### src/rtl/rss_pkg.sv
// rss_pkg: shared constants, state and control types of the radius scan statistic block.
// Used by the channel interfaces, the accumulator, the shared arithmetic unit and the top level.
package rss_pkg;

    localparam int MAX_POINTS_DEF = 1024;

    localparam int DIST_W  = 24;
    localparam int CONS_W  = 24;
    localparam int RAD_W   = 16;
    localparam int NUM_W   = 11;
    localparam int STAT_W  = 24;
    localparam int LEN_W   = 8;
    localparam int NORM_W  = 64;
    localparam int MANT_W  = 32;
    localparam int FRAC_W  = 30;
    localparam int KEXP_W  = 6;
    localparam int STEP_W  = 5;
    localparam int PADDR_W = 2;
    localparam int PDATA_W = 32;

    localparam int LOG_STEPS = 30;
    localparam int LN_SHIFT  = 24;
    localparam int STAT_SHIFT = 23;
    localparam int LOG_OFFSET = 16;

    localparam logic [PADDR_W-1:0] REG_RADIUS = 2'd0;

    localparam logic [23:0]              LN2_Q24    = 24'd11629080;
    localparam logic signed [STAT_W-1:0] STAT_MAX   = 24'sh7FFFFF;
    localparam logic signed [STAT_W-1:0] STAT_MIN   = 24'sh800000;
    localparam logic [NUM_W-1:0]         CENTRE_MAX = '1;

    typedef enum logic [3:0] {
        S_IDLE,
        S_ACC,
        S_DMUL,
        S_DMULW,
        S_DDIVW,
        S_VDIV,
        S_VDIVW,
        S_NORM,
        S_LMUL,
        S_LMULW,
        S_LN,
        S_LNW,
        S_STATW,
        S_FIN
    } t_state;

    typedef enum logic {
        OP_MUL,
        OP_DIV
    } t_alu_op;

    typedef struct packed {
        logic             start;
        t_alu_op          op;
        logic [LEN_W-1:0] len;
    } t_alu_cmd;

    typedef struct packed {
        logic busy;
        logic done;
    } t_alu_stat;

    typedef struct packed {
        logic load;
        logic add;
        logic clear;
    } t_acc_ctrl;

endpackage

### src/rtl/rss_in_if.sv
// rss_in_if: input item channel of the radius scan statistic block.
// Depends on rss_pkg for field widths.
interface rss_in_if import rss_pkg::*; ();
    logic              valid;
    logic              ready;
    logic [DIST_W-1:0] distance;
    logic [CONS_W-1:0] consumption;
    logic              last_neighbour;
    logic              first_centre;

    modport source (output valid, distance, consumption, last_neighbour, first_centre,
                    input ready);
    modport sink   (input valid, distance, consumption, last_neighbour, first_centre,
                    output ready);
endinterface

### src/rtl/rss_out_if.sv
// rss_out_if: result item channel of the radius scan statistic block.
// Depends on rss_pkg for field widths.
interface rss_out_if import rss_pkg::*; ();
    logic                     valid;
    logic                     ready;
    logic [NUM_W-1:0]         centre_number;
    logic [NUM_W-1:0]         inside_count;
    logic signed [STAT_W-1:0] statistic;
    logic signed [STAT_W-1:0] best_statistic;
    logic                     zero_variance;

    modport source (output valid, centre_number, inside_count, statistic, best_statistic,
                    zero_variance, input ready);
    modport sink   (input valid, centre_number, inside_count, statistic, best_statistic,
                    zero_variance, output ready);
endinterface

### src/rtl/rss_acc.sv
// rss_acc: per-group counts, sums and sums of squares with a registered squarer.
// Depends on rss_pkg; driven by the sequencer in the top level.
module rss_acc import rss_pkg::*; #(
    parameter int MAX_POINTS = MAX_POINTS_DEF,
    localparam int CNT_W = $clog2(MAX_POINTS + 1),
    localparam int SUM_W = CONS_W + $clog2(MAX_POINTS),
    localparam int SQ_W  = 2 * CONS_W + $clog2(MAX_POINTS)
) (
    input  logic              i_clk,
    input  logic              i_rst_n,
    input  t_acc_ctrl         i_ctrl,
    input  logic              i_inside,
    input  logic [CONS_W-1:0] i_cons,
    output logic [CNT_W-1:0]  o_cnt_in,
    output logic [CNT_W-1:0]  o_cnt_out,
    output logic [SUM_W-1:0]  o_sum_in,
    output logic [SUM_W-1:0]  o_sum_out,
    output logic [SQ_W-1:0]   o_sq_in,
    output logic [SQ_W-1:0]   o_sq_out
);

    logic                  r_inside;
    logic [CONS_W-1:0]     r_cons;
    logic [2*CONS_W-1:0]   r_sq;
    logic [CNT_W-1:0]      r_cnt_in, r_cnt_out;
    logic [SUM_W-1:0]      r_sum_in, r_sum_out;
    logic [SQ_W-1:0]       r_sq_in, r_sq_out;
    logic [CNT_W:0]        n_total;
    logic                  room;

    assign n_total = {1'b0, r_cnt_in} + {1'b0, r_cnt_out};
    assign room    = n_total < (CNT_W + 1)'(MAX_POINTS);

    always_ff @(posedge i_clk) begin
        if (i_ctrl.load) begin
            r_inside <= i_inside;
            r_cons   <= i_cons;
            r_sq     <= i_cons * i_cons;
        end
    end

    always_ff @(posedge i_clk) begin
        if (!i_rst_n || i_ctrl.clear) begin
            r_cnt_in  <= '0;
            r_cnt_out <= '0;
            r_sum_in  <= '0;
            r_sum_out <= '0;
            r_sq_in   <= '0;
            r_sq_out  <= '0;
        end else if (i_ctrl.add && room) begin
            if (r_inside) begin
                r_cnt_in <= r_cnt_in + 1'b1;
                r_sum_in <= r_sum_in + SUM_W'(r_cons);
                r_sq_in  <= r_sq_in + SQ_W'(r_sq);
            end else begin
                r_cnt_out <= r_cnt_out + 1'b1;
                r_sum_out <= r_sum_out + SUM_W'(r_cons);
                r_sq_out  <= r_sq_out + SQ_W'(r_sq);
            end
        end
    end

    assign o_cnt_in  = r_cnt_in;
    assign o_cnt_out = r_cnt_out;
    assign o_sum_in  = r_sum_in;
    assign o_sum_out = r_sum_out;
    assign o_sq_in   = r_sq_in;
    assign o_sq_out  = r_sq_out;

endmodule

### src/rtl/rss_alu.sv
// rss_alu: shared shift-add multiplier and restoring divider, one bit per cycle.
// Depends on rss_pkg for the command and status types.
module rss_alu import rss_pkg::*; #(
    parameter int MW = NORM_W
) (
    input  logic          i_clk,
    input  logic          i_rst_n,
    input  t_alu_cmd      i_cmd,
    input  logic [MW-1:0] i_a,
    input  logic [MW-1:0] i_b,
    output t_alu_stat     o_stat,
    output logic [MW-1:0] o_prod,
    output logic [MW-1:0] o_quot
);

    logic             r_busy, r_done;
    t_alu_op          r_op;
    logic [LEN_W-1:0] r_cnt;
    logic [MW-1:0]    r_a, r_b, r_acc;
    logic [MW-1:0]    rem_sh, add_sum;
    logic             rem_ge;

    assign rem_sh  = {r_acc[MW-2:0], r_b[MW-1]};
    assign rem_ge  = rem_sh >= r_a;
    assign add_sum = r_acc + (r_b[0] ? r_a : '0);

    always_ff @(posedge i_clk) begin
        if (!i_rst_n) begin
            r_busy <= 1'b0;
            r_done <= 1'b0;
        end else begin
            r_done <= 1'b0;
            if (i_cmd.start) begin
                r_busy <= 1'b1;
            end else if (r_busy && r_cnt == LEN_W'(1)) begin
                r_busy <= 1'b0;
                r_done <= 1'b1;
            end
        end
    end

    always_ff @(posedge i_clk) begin
        if (i_cmd.start) begin
            r_op  <= i_cmd.op;
            r_cnt <= i_cmd.len;
            r_a   <= i_a;
            r_b   <= i_b;
            r_acc <= '0;
        end else if (r_busy) begin
            r_cnt <= r_cnt - 1'b1;
            case (r_op)
                OP_MUL: begin
                    r_acc <= add_sum;
                    r_a   <= {r_a[MW-2:0], 1'b0};
                    r_b   <= {1'b0, r_b[MW-1:1]};
                end
                OP_DIV: begin
                    r_acc <= rem_ge ? rem_sh - r_a : rem_sh;
                    r_b   <= {r_b[MW-2:0], rem_ge};
                end
                default: begin
                    r_acc <= r_acc;
                end
            endcase
        end
    end

    assign o_stat.busy = r_busy;
    assign o_stat.done = r_done;
    assign o_prod      = r_acc;
    assign o_quot      = r_b;

endmodule

### src/rtl/radius_scan_statistic.sv
// radius_scan_statistic: top level with sequencer, configuration port and result register.
// Depends on rss_pkg, rss_in_if, rss_out_if, rss_acc and rss_alu.
//
// Each neighbour item is first registered with its square and then added to its group, and
// the block is not ready in between. The item marked last_neighbour then runs the closing
// sequence on one shared bit-serial multiply/divide unit: per non-empty group a square and
// a divide, the variance divide, a normalize, 30 log steps, a scale and a multiply by N,
// plus control; a zero total count or a zero variance skips to a saturated result.
// A finished result waits in an output register and the next row may start meanwhile.
module radius_scan_statistic import rss_pkg::*; #(
    parameter int MAX_POINTS = MAX_POINTS_DEF
) (
    input  logic               i_clk,
    input  logic               i_rst_n,
    rss_in_if.sink             i_in,
    rss_out_if.source          o_out,
    input  logic               psel,
    input  logic               penable,
    input  logic               pwrite,
    input  logic [PADDR_W-1:0] paddr,
    input  logic [PDATA_W-1:0] pwdata,
    output logic [PDATA_W-1:0] prdata,
    output logic               pready
);

    localparam int CNT_W = $clog2(MAX_POINTS + 1);
    localparam int SUM_W = CONS_W + $clog2(MAX_POINTS);
    localparam int SQ_W  = 2 * CONS_W + $clog2(MAX_POINTS);
    localparam int TOT_W = SQ_W + 1;
    localparam int MW    = (2 * SUM_W > NORM_W) ? 2 * SUM_W : NORM_W;
    localparam int LW    = KEXP_W + 1 + FRAC_W;

    t_state                   r_state, n_state;
    logic [RAD_W-1:0]         r_radius;
    logic                     r_last, r_grp, r_zero, r_lneg;
    logic [TOT_W-1:0]         r_total;
    logic [NORM_W-1:0]        r_m;
    logic [KEXP_W-1:0]        r_k;
    logic [MANT_W-1:0]        r_mant;
    logic [FRAC_W-1:0]        r_frac;
    logic [STEP_W-1:0]        r_i;
    logic signed [STAT_W-1:0] r_stat, r_best;
    logic                     r_best_valid;
    logic [NUM_W-1:0]         r_centre;
    logic                     r_out_valid;
    logic [NUM_W-1:0]         r_out_centre, r_out_inside;
    logic signed [STAT_W-1:0] r_out_stat, r_out_best;
    logic                     r_out_zero;

    t_acc_ctrl         acc_ctrl;
    t_alu_cmd          alu_cmd;
    t_alu_stat         alu_stat;
    logic [MW-1:0]     alu_a, alu_b, alu_prod, alu_quot;
    logic [CNT_W-1:0]  cnt_in, cnt_out, n_g, n_tot;
    logic [SUM_W-1:0]  sum_in, sum_out, s_g;
    logic [SQ_W-1:0]   sq_in, sq_out, sq_g, dev_g;
    logic              in_acc, is_near, out_load, upd_best;
    logic [32:0]       m2;
    logic signed [KEXP_W:0] k_off;
    logic [LW-1:0]     l_val, l_mag;
    logic [MW-1:0]     mag_ln, mag_s;
    logic signed [STAT_W-1:0] stat_calc;

    assign pready = 1'b1;
    assign prdata = (paddr == REG_RADIUS) ? PDATA_W'(r_radius) : '0;

    always_ff @(posedge i_clk) begin
        if (!i_rst_n) begin
            r_radius <= '0;
        end else if (psel && penable && pwrite && paddr == REG_RADIUS) begin
            r_radius <= pwdata[RAD_W-1:0];
        end
    end

    assign in_acc  = i_in.valid && i_in.ready;
    assign is_near = i_in.distance <= {r_radius, 8'h00};

    rss_acc #(.MAX_POINTS(MAX_POINTS)) u_acc (
        .i_clk     (i_clk),
        .i_rst_n   (i_rst_n),
        .i_ctrl    (acc_ctrl),
        .i_inside  (is_near),
        .i_cons    (i_in.consumption),
        .o_cnt_in  (cnt_in),
        .o_cnt_out (cnt_out),
        .o_sum_in  (sum_in),
        .o_sum_out (sum_out),
        .o_sq_in   (sq_in),
        .o_sq_out  (sq_out)
    );

    rss_alu #(.MW(MW)) u_alu (
        .i_clk   (i_clk),
        .i_rst_n (i_rst_n),
        .i_cmd   (alu_cmd),
        .i_a     (alu_a),
        .i_b     (alu_b),
        .o_stat  (alu_stat),
        .o_prod  (alu_prod),
        .o_quot  (alu_quot)
    );

    assign n_g   = r_grp ? cnt_out : cnt_in;
    assign s_g   = r_grp ? sum_out : sum_in;
    assign sq_g  = r_grp ? sq_out : sq_in;
    assign n_tot = cnt_in + cnt_out;
    assign dev_g = (alu_quot > MW'(sq_g)) ? '0 : sq_g - SQ_W'(alu_quot);

    assign m2     = alu_prod[63:31];
    assign k_off  = $signed({1'b0, r_k}) - (KEXP_W + 1)'(LOG_OFFSET);
    assign l_val  = {k_off, r_frac};
    assign l_mag  = l_val[LW-1] ? -l_val : l_val;
    assign mag_ln = alu_prod >> LN_SHIFT;
    assign mag_s  = (alu_prod + (MW'(1) << (STAT_SHIFT - 1))) >> STAT_SHIFT;

    always_comb begin
        if (!r_lneg) begin
            stat_calc = (mag_s > MW'(unsigned'(STAT_MIN))) ? STAT_MIN : -$signed(mag_s[23:0]);
        end else begin
            stat_calc = (mag_s > MW'(STAT_MAX)) ? STAT_MAX : $signed(mag_s[23:0]);
        end
    end

    assign out_load = (r_state == S_FIN) && (!r_out_valid || o_out.ready);
    assign upd_best = !r_best_valid || (r_stat > r_best);

    always_comb begin
        n_state = r_state;
        case (r_state)
            S_IDLE:  if (i_in.valid) n_state = S_ACC;
            S_ACC:   n_state = r_last ? S_DMUL : S_IDLE;
            S_DMUL:  n_state = (n_g == '0) ? (r_grp ? S_VDIV : S_DMUL) : S_DMULW;
            S_DMULW: if (alu_stat.done) n_state = S_DDIVW;
            S_DDIVW: if (alu_stat.done) n_state = r_grp ? S_VDIV : S_DMUL;
            S_VDIV:  n_state = (n_tot == '0) ? S_FIN : S_VDIVW;
            S_VDIVW: if (alu_stat.done) n_state = (alu_quot == '0) ? S_FIN : S_NORM;
            S_NORM:  if (r_m[NORM_W-1]) n_state = S_LMUL;
            S_LMUL:  n_state = S_LMULW;
            S_LMULW: begin
                if (alu_stat.done) begin
                    n_state = (r_i == STEP_W'(LOG_STEPS - 1)) ? S_LN : S_LMUL;
                end
            end
            S_LN:    n_state = S_LNW;
            S_LNW:   if (alu_stat.done) n_state = S_STATW;
            S_STATW: if (alu_stat.done) n_state = S_FIN;
            S_FIN:   if (out_load) n_state = S_IDLE;
            default: n_state = S_IDLE;
        endcase
    end

    always_comb begin
        i_in.ready     = (r_state == S_IDLE);
        acc_ctrl.load  = in_acc;
        acc_ctrl.add   = (r_state == S_ACC);
        acc_ctrl.clear = (in_acc && i_in.first_centre) || out_load;
        alu_cmd.start  = 1'b0;
        alu_cmd.op     = OP_MUL;
        alu_cmd.len    = LEN_W'(MW);
        alu_a          = '0;
        alu_b          = '0;
        case (r_state)
            S_DMUL: begin
                alu_cmd.start = (n_g != '0);
                alu_cmd.len   = LEN_W'(SUM_W);
                alu_a         = MW'(s_g);
                alu_b         = MW'(s_g);
            end
            S_DMULW: begin
                alu_cmd.start = alu_stat.done;
                alu_cmd.op    = OP_DIV;
                alu_a         = MW'(n_g);
                alu_b         = alu_prod;
            end
            S_VDIV: begin
                alu_cmd.start = (n_tot != '0);
                alu_cmd.op    = OP_DIV;
                alu_a         = MW'(n_tot);
                alu_b         = MW'(r_total);
            end
            S_LMUL: begin
                alu_cmd.start = 1'b1;
                alu_cmd.len   = LEN_W'(MANT_W);
                alu_a         = MW'(r_mant);
                alu_b         = MW'(r_mant);
            end
            S_LN: begin
                alu_cmd.start = 1'b1;
                alu_cmd.len   = LEN_W'(LN_SHIFT);
                alu_a         = MW'(l_mag);
                alu_b         = MW'(LN2_Q24);
            end
            S_LNW: begin
                alu_cmd.start = alu_stat.done;
                alu_cmd.len   = LEN_W'(CNT_W);
                alu_a         = mag_ln;
                alu_b         = MW'(n_tot);
            end
            default: begin
                alu_cmd.start = 1'b0;
            end
        endcase
    end

    always_ff @(posedge i_clk) begin
        if (!i_rst_n) begin
            r_state <= S_IDLE;
        end else begin
            r_state <= n_state;
        end
    end

    always_ff @(posedge i_clk) begin
        case (r_state)
            S_IDLE: begin
                if (in_acc) r_last <= i_in.last_neighbour;
            end
            S_ACC: begin
                r_total <= '0;
                r_grp   <= 1'b0;
                r_zero  <= 1'b0;
            end
            S_DMUL: begin
                if (n_g == '0) r_grp <= 1'b1;
            end
            S_DDIVW: begin
                if (alu_stat.done) begin
                    r_total <= r_total + TOT_W'(dev_g);
                    r_grp   <= 1'b1;
                end
            end
            S_VDIV: begin
                if (n_tot == '0) begin
                    r_zero <= 1'b1;
                    r_stat <= STAT_MAX;
                end
            end
            S_VDIVW: begin
                if (alu_stat.done) begin
                    r_m <= alu_quot[NORM_W-1:0];
                    r_k <= '1;
                    if (alu_quot == '0) begin
                        r_zero <= 1'b1;
                        r_stat <= STAT_MAX;
                    end
                end
            end
            S_NORM: begin
                if (r_m[NORM_W-1]) begin
                    r_mant <= r_m[NORM_W-1 -: MANT_W];
                    r_frac <= '0;
                    r_i    <= '0;
                end else begin
                    r_m <= {r_m[NORM_W-2:0], 1'b0};
                    r_k <= r_k - 1'b1;
                end
            end
            S_LMULW: begin
                if (alu_stat.done) begin
                    r_frac <= {r_frac[FRAC_W-2:0], m2[32]};
                    r_mant <= m2[32] ? m2[32:1] : m2[31:0];
                    r_i    <= r_i + 1'b1;
                end
            end
            S_LN: begin
                r_lneg <= l_val[LW-1];
            end
            S_STATW: begin
                if (alu_stat.done) r_stat <= stat_calc;
            end
            default: begin
                r_last <= r_last;
            end
        endcase
    end

    always_ff @(posedge i_clk) begin
        if (!i_rst_n) begin
            r_centre     <= '0;
            r_best       <= '0;
            r_best_valid <= 1'b0;
            r_out_valid  <= 1'b0;
        end else begin
            if (in_acc && i_in.first_centre) begin
                r_centre     <= '0;
                r_best       <= '0;
                r_best_valid <= 1'b0;
            end else if (out_load) begin
                if (upd_best) begin
                    r_best       <= r_stat;
                    r_best_valid <= 1'b1;
                end
                if (r_centre != CENTRE_MAX) r_centre <= r_centre + 1'b1;
            end
            if (out_load) begin
                r_out_valid <= 1'b1;
            end else if (o_out.ready) begin
                r_out_valid <= 1'b0;
            end
        end
    end

    always_ff @(posedge i_clk) begin
        if (out_load) begin
            r_out_centre <= (r_centre != CENTRE_MAX) ? r_centre + 1'b1 : r_centre;
            r_out_inside <= NUM_W'(cnt_in);
            r_out_stat   <= r_stat;
            r_out_best   <= upd_best ? r_stat : r_best;
            r_out_zero   <= r_zero;
        end
    end

    assign o_out.valid          = r_out_valid;
    assign o_out.centre_number  = r_out_centre;
    assign o_out.inside_count   = r_out_inside;
    assign o_out.statistic      = r_out_stat;
    assign o_out.best_statistic = r_out_best;
    assign o_out.zero_variance  = r_out_zero;

endmodule

### src/flat_wrapper.sv
// flat-port wrapper written by rule: the top's interface ports become plain ports
module radius_scan_statistic_flat import rss_pkg::*;
#(
    parameter int MAX_POINTS = MAX_POINTS_DEF
)
  (i_clk, i_rst_n, psel, penable, pwrite, paddr, pwdata, prdata, pready, i_in_valid, i_in_distance, i_in_consumption, i_in_last_neighbour, i_in_first_centre, i_in_ready, o_out_valid, o_out_centre_number, o_out_inside_count, o_out_statistic, o_out_best_statistic, o_out_zero_variance, o_out_ready);
  rss_in_if i_in_i ();
  rss_out_if o_out_i ();
  input  logic i_clk;
  input  logic i_rst_n;
  input  logic psel;
  input  logic penable;
  input  logic pwrite;
  input  logic [PADDR_W-1:0] paddr;
  input  logic [PDATA_W-1:0] pwdata;
  output logic [PDATA_W-1:0] prdata;
  output logic pready;
  input wire logic [$bits(i_in_i.valid)-1:0] i_in_valid;
  input wire logic [$bits(i_in_i.distance)-1:0] i_in_distance;
  input wire logic [$bits(i_in_i.consumption)-1:0] i_in_consumption;
  input wire logic [$bits(i_in_i.last_neighbour)-1:0] i_in_last_neighbour;
  input wire logic [$bits(i_in_i.first_centre)-1:0] i_in_first_centre;
  output wire logic [$bits(i_in_i.ready)-1:0] i_in_ready;
  output wire logic [$bits(o_out_i.valid)-1:0] o_out_valid;
  output wire logic [$bits(o_out_i.centre_number)-1:0] o_out_centre_number;
  output wire logic [$bits(o_out_i.inside_count)-1:0] o_out_inside_count;
  output wire logic [$bits(o_out_i.statistic)-1:0] o_out_statistic;
  output wire logic [$bits(o_out_i.best_statistic)-1:0] o_out_best_statistic;
  output wire logic [$bits(o_out_i.zero_variance)-1:0] o_out_zero_variance;
  input wire logic [$bits(o_out_i.ready)-1:0] o_out_ready;
  assign i_in_i.valid = i_in_valid;
  assign i_in_i.distance = i_in_distance;
  assign i_in_i.consumption = i_in_consumption;
  assign i_in_i.last_neighbour = i_in_last_neighbour;
  assign i_in_i.first_centre = i_in_first_centre;
  assign i_in_ready = i_in_i.ready;
  assign o_out_valid = o_out_i.valid;
  assign o_out_centre_number = o_out_i.centre_number;
  assign o_out_inside_count = o_out_i.inside_count;
  assign o_out_statistic = o_out_i.statistic;
  assign o_out_best_statistic = o_out_i.best_statistic;
  assign o_out_zero_variance = o_out_i.zero_variance;
  assign o_out_i.ready = o_out_ready;
  radius_scan_statistic #(.MAX_POINTS(MAX_POINTS)) u_core (.i_clk(i_clk), .i_rst_n(i_rst_n), .i_in(i_in_i), .o_out(o_out_i), .psel(psel), .penable(penable), .pwrite(pwrite), .paddr(paddr), .pwdata(pwdata), .prdata(prdata), .pready(pready));
endmodule
### config.mk
export PLATFORM = sky130hd
export DESIGN_NAME = radius_scan_statistic_flat
export DESIGN_NICKNAME = d
export VERILOG_FILES = /design/src/rtl/rss_pkg.sv /design/src/rtl/rss_in_if.sv /design/src/rtl/rss_out_if.sv /design/src/rtl/rss_acc.sv /design/src/rtl/rss_alu.sv /design/src/rtl/radius_scan_statistic.sv /design/src/flat_wrapper.sv
export SDC_FILE = /design/constraint.sdc
export NUM_CORES = 2
export LEC_CHECK = 0
export ABC_CLOCK_PERIOD_IN_PS = 14250
export BUFFER_PORTS_ARGS = -buffer_cell sky130_fd_sc_hd__buf_2
export CORE_MARGIN = 2
export CORE_UTILIZATION = 35
export CTS_CLUSTER_SIZE = 14
export DETAILED_ROUTE_END_ITERATION = 16
export SYNTH_ARGS = -nofsm -noshare
export SYNTH_HDL_FRONTEND = slang
export SYNTH_SLANG_ARGS = --single-unit
### constraint.sdc
create_clock -name i_clk -period 14.25 [get_ports i_clk]
set_clock_uncertainty 0.2 [all_clocks]
set_input_delay 2.1375 -clock i_clk [delete_from_list [all_inputs] [get_ports i_clk]]
set_output_delay 2.1375 -clock i_clk [all_outputs]
set_load 0.01 [all_outputs]
==> results.yml <==
timing:
  max_freq_mhz: 102
  finalCritPeriodShare_pct: 69.0
  drv_slew: 0
  rsz0062_at_grt: "no"
  post-route-min-period_ns: 9.84
  setup_ws_ns: 4.41
  slew_headroom_pct: 10.6
  hold_violations: 0
  worst_pin_slew_ns: 1.32
  tns_ns: 0
  finalSetupViolCount: 0
die:
  fp.dieW_um: 485
  start_util_pct: 35.2
  rows: 176
  die-area_sq_mm: 0.235
  pin_count: 197
  dieHeight_um: 485
  core-area_sq_mm: 0.230
placement:
  portBuffers: 163
  dp.cells: 12300
  post-dp-hpwl_mm: 199
  pre_cts_slack_ns: 3.97
  globalplace.congestion: 0.959
  dpl_cell_area_sq_mm: 0.0847
yosys:
  ys_ff_latch: 844
  synth_top_cell_by_area: "edfxtp_1"
  ys_types: 98
  synth-main-ff-cell: "edfxtp_1"
  async_reset_ff_share_pct: 0
  synth_top_area_share_pct: 18.9
  synthTopCellsByCount: "nand2_1 (1022), inv_1 (974), a21oi_1 (807)"
  synth_edf_count: 511
  avgSynthCellArea_sq_um: 8.52
  synth_area_leaders: "edfxtp_1 (19%), fa_1 (11%), ha_1 (11%), dfxtp_1 (8.2%), a21oi_1 (5.0%)"
  syn_area_sq_mm: 0.0810
  ys_warn_count: 0
  yosysMostFrequentCell: "nand2_1"
  synthCells: 9507
  yosysSeqAreaShare_pct: 27.2
layout:
  stdcell_area_sq_mm: 0.0884
  antenna_cells: 0
  area_growth_pct: 9.07
  fin_nets: 10600
  drive_above_1_share_pct: 5.87
  instances_no_fill: 12500
setup_path:
  criticalPathCategory: "reg2reg"
  rrSetupSlack_ns: 4.41
  path_depth: 28
  crit_family: "compound AO/OA/AOI/OAI gates"
  slowest_stage: "o311ai_0"
  reg2reg_from: "u_core.r_grp"
  required_ns: 14.54
  critPathMaxStageDelay_ns: 1.07
  crit_path_end_kind: "flop"
  arrival_ns: 10.13
  critPathBufInv: 4
  rr_worst_depth: 28
  worstSetupStartpointType: "flop"
  critPathLaunch: "u_core.r_grp"
  cp-endpoint: "u_core.r_total[58]"
  cp_max_fo: 43
  r2r-end: "u_core.r_total[58]"
job:
  cap_violations: 0
cts:
  cts_tree: "built"
  insertion_delay_ns: 0.76
  clk_pin_slew_ns: 0.06
  ctsHoldBuffers: 0
  clock_path_buffers: 3
  root_buffer: "clkbuf_16"
  post-cts-setup-buffers: 0
  cts_buffers: 103
  cts-resized-gates: 0
  htreeDepth: 3
  cts_sinks: 844
global_routing:
  grt_usage_pct: 21.9
  grt_max_degree: 193
  grt_pass1_wl_mm: 406
  overflow: 0
  grt_pass1_vias: 68600
  antenna_found_initial: 2
detailed_routing:
  dr.pass1.iters: 8
  routed_wl_mm: 265
  num_vias: 69900
  drt_iter0_drc: 5995
  vias_per_cell: 5.59
  drc: 0
  wire_per_inst_um: 21.2
  final_antenna_net_count: 0
pwr:
  leakage_nw: 38.8
  power.total_mw: 22.9
  p_per_area_mw_per_mm2: 259
  ir_worst_vdd_uv: 399
outcome:
  outcome: "finished clean"
hold_path:
  worst_hold_path.num_cells: 0
  worstHoldPathType: "reg2reg"
==> report_power, final <==
group	switching [mW]	internal, mW
clock	1.17	1.75
combinational	9.66	6.10
sequential	0.595	3.65
total	11.4	11.5
==> flip-flops by register name, summed over array words and instances (netlist names), 8 cells and up <==
| signal | flops |
|---|---|
| u_core.u_alu.r_a | 68 |
| u_core.u_acc.o_sum_in | 34 |
| u_core.u_acc.r_sq | 46 |
| u_core.u_acc.o_sum_out | 34 |
| u_core.u_alu.r_cnt | 8 |
| u_core.u_alu.o_prod | 68 |
| u_core.r_total | 59 |
| u_core.r_best | 24 |
| u_core.u_acc.r_cons | 24 |
| u_core.r_m | 64 |
| u_core.u_acc.o_sq_out | 58 |
| u_core.r_radius | 16 |
| u_core.o_out.best_statistic | 24 |
| u_core.u_acc.o_sq_in | 58 |
| u_core.o_out.centre_number | 11 |
| u_core.u_alu.o_quot | 68 |
| u_core.r_mant | 32 |
| u_core.u_acc.o_cnt_out | 11 |
| u_core.r_centre | 11 |
| u_core.u_acc.o_cnt_in | 11 |
| u_core.r_frac | 30 |
| u_core.o_out.inside_count | 11 |
| u_core.o_out.statistic | 24 |
| u_core.r_stat | 24 |
==> cell families (layout without fill, tap and decap cells) <==
family                   count (synthesis)  in the layout  synth area share, %
AO/OA/AOI/OAI                         2463           2463                 19.2
buffers and inverters                 1482           1443                 7.02
AND/OR/NAND/NOR                       2811           2811                 16.2
XOR/XNOR                               509            509                 5.50
multiplexers                           260            260                 3.28
flip-flops                             844            844                 27.2
other                                    2             17              0.00927
adder cells (fa/ha/maj)               1136           1136                 21.6
==> stage by stage <==
stage               hold slack [ns]  util [%]
floorplan                     0.200         -
CTS                           0.255      38.4
global route                  0.267      38.4
detailed placement            0.244      36.8
global placement              0.243      36.8
finish                        0.242      38.4
==> worst reg2reg max path: cells and delay by family, from the launching register on <==
kind / cells / cell delay [ns]
AOI/OAI and AO/OA: 13 / 5.15
adders and majority gates: 2 / 0.62
buffers and inverters: 4 / 1.70
DFF: 1 / 0.32
muxes: 2 / 0.55
and+or+nand+nor: 7 / 1.07
==> cell type report <==
cell class              count  area (sq um)
clock inverters            60           855
flip-flops and latches    844         22000
well taps                3026          3790
multi-input cells        7196         53500
fillers                 23100        142000
clock buffers             135          2830
inverters                 977          3670
repair buffers            271          1650
==> how the worst min path moves through the flow <==
stage	start	to	slack, ns
4_1_cts	u_core.r_radius[13]	u_core.r_radius[13]	0.25
6_report	u_core.r_zero	u_core.o_out.zero_variance	0.24
3_3_place_gp	u_core.u_alu.r_busy	u_core.u_alu.r_busy	0.24
2_1_floorplan	u_core.r_zero	u_core.o_out.zero_variance	0.20
3_5_place_dp	u_core.r_zero	u_core.o_out.zero_variance	0.24
5_1_grt	u_core.r_zero	u_core.o_out.zero_variance	0.27
==> layer usage <==
metal,wire length [um],part of all wire (%),GRT usage (%)
met2,119000,45,35.1
met5,0,0,0
met1,117000,44,29.6
met3,18700,7.1,3.15
met4,10800,4.1,8.59
==> placed cells by master (no fill, tap or decap), types with 278 or more instances in the layout <==
cell,n
inv_1,972
o21ai_0,435
nand2_1,1020
dfxtp_1,331
fa_1,440
edfxtp_1,511
nor2_1,688
xnor2_1,278
a21oi_1,807
ha_1,696
Note: power is estimated with default switching activity, not from simulation.
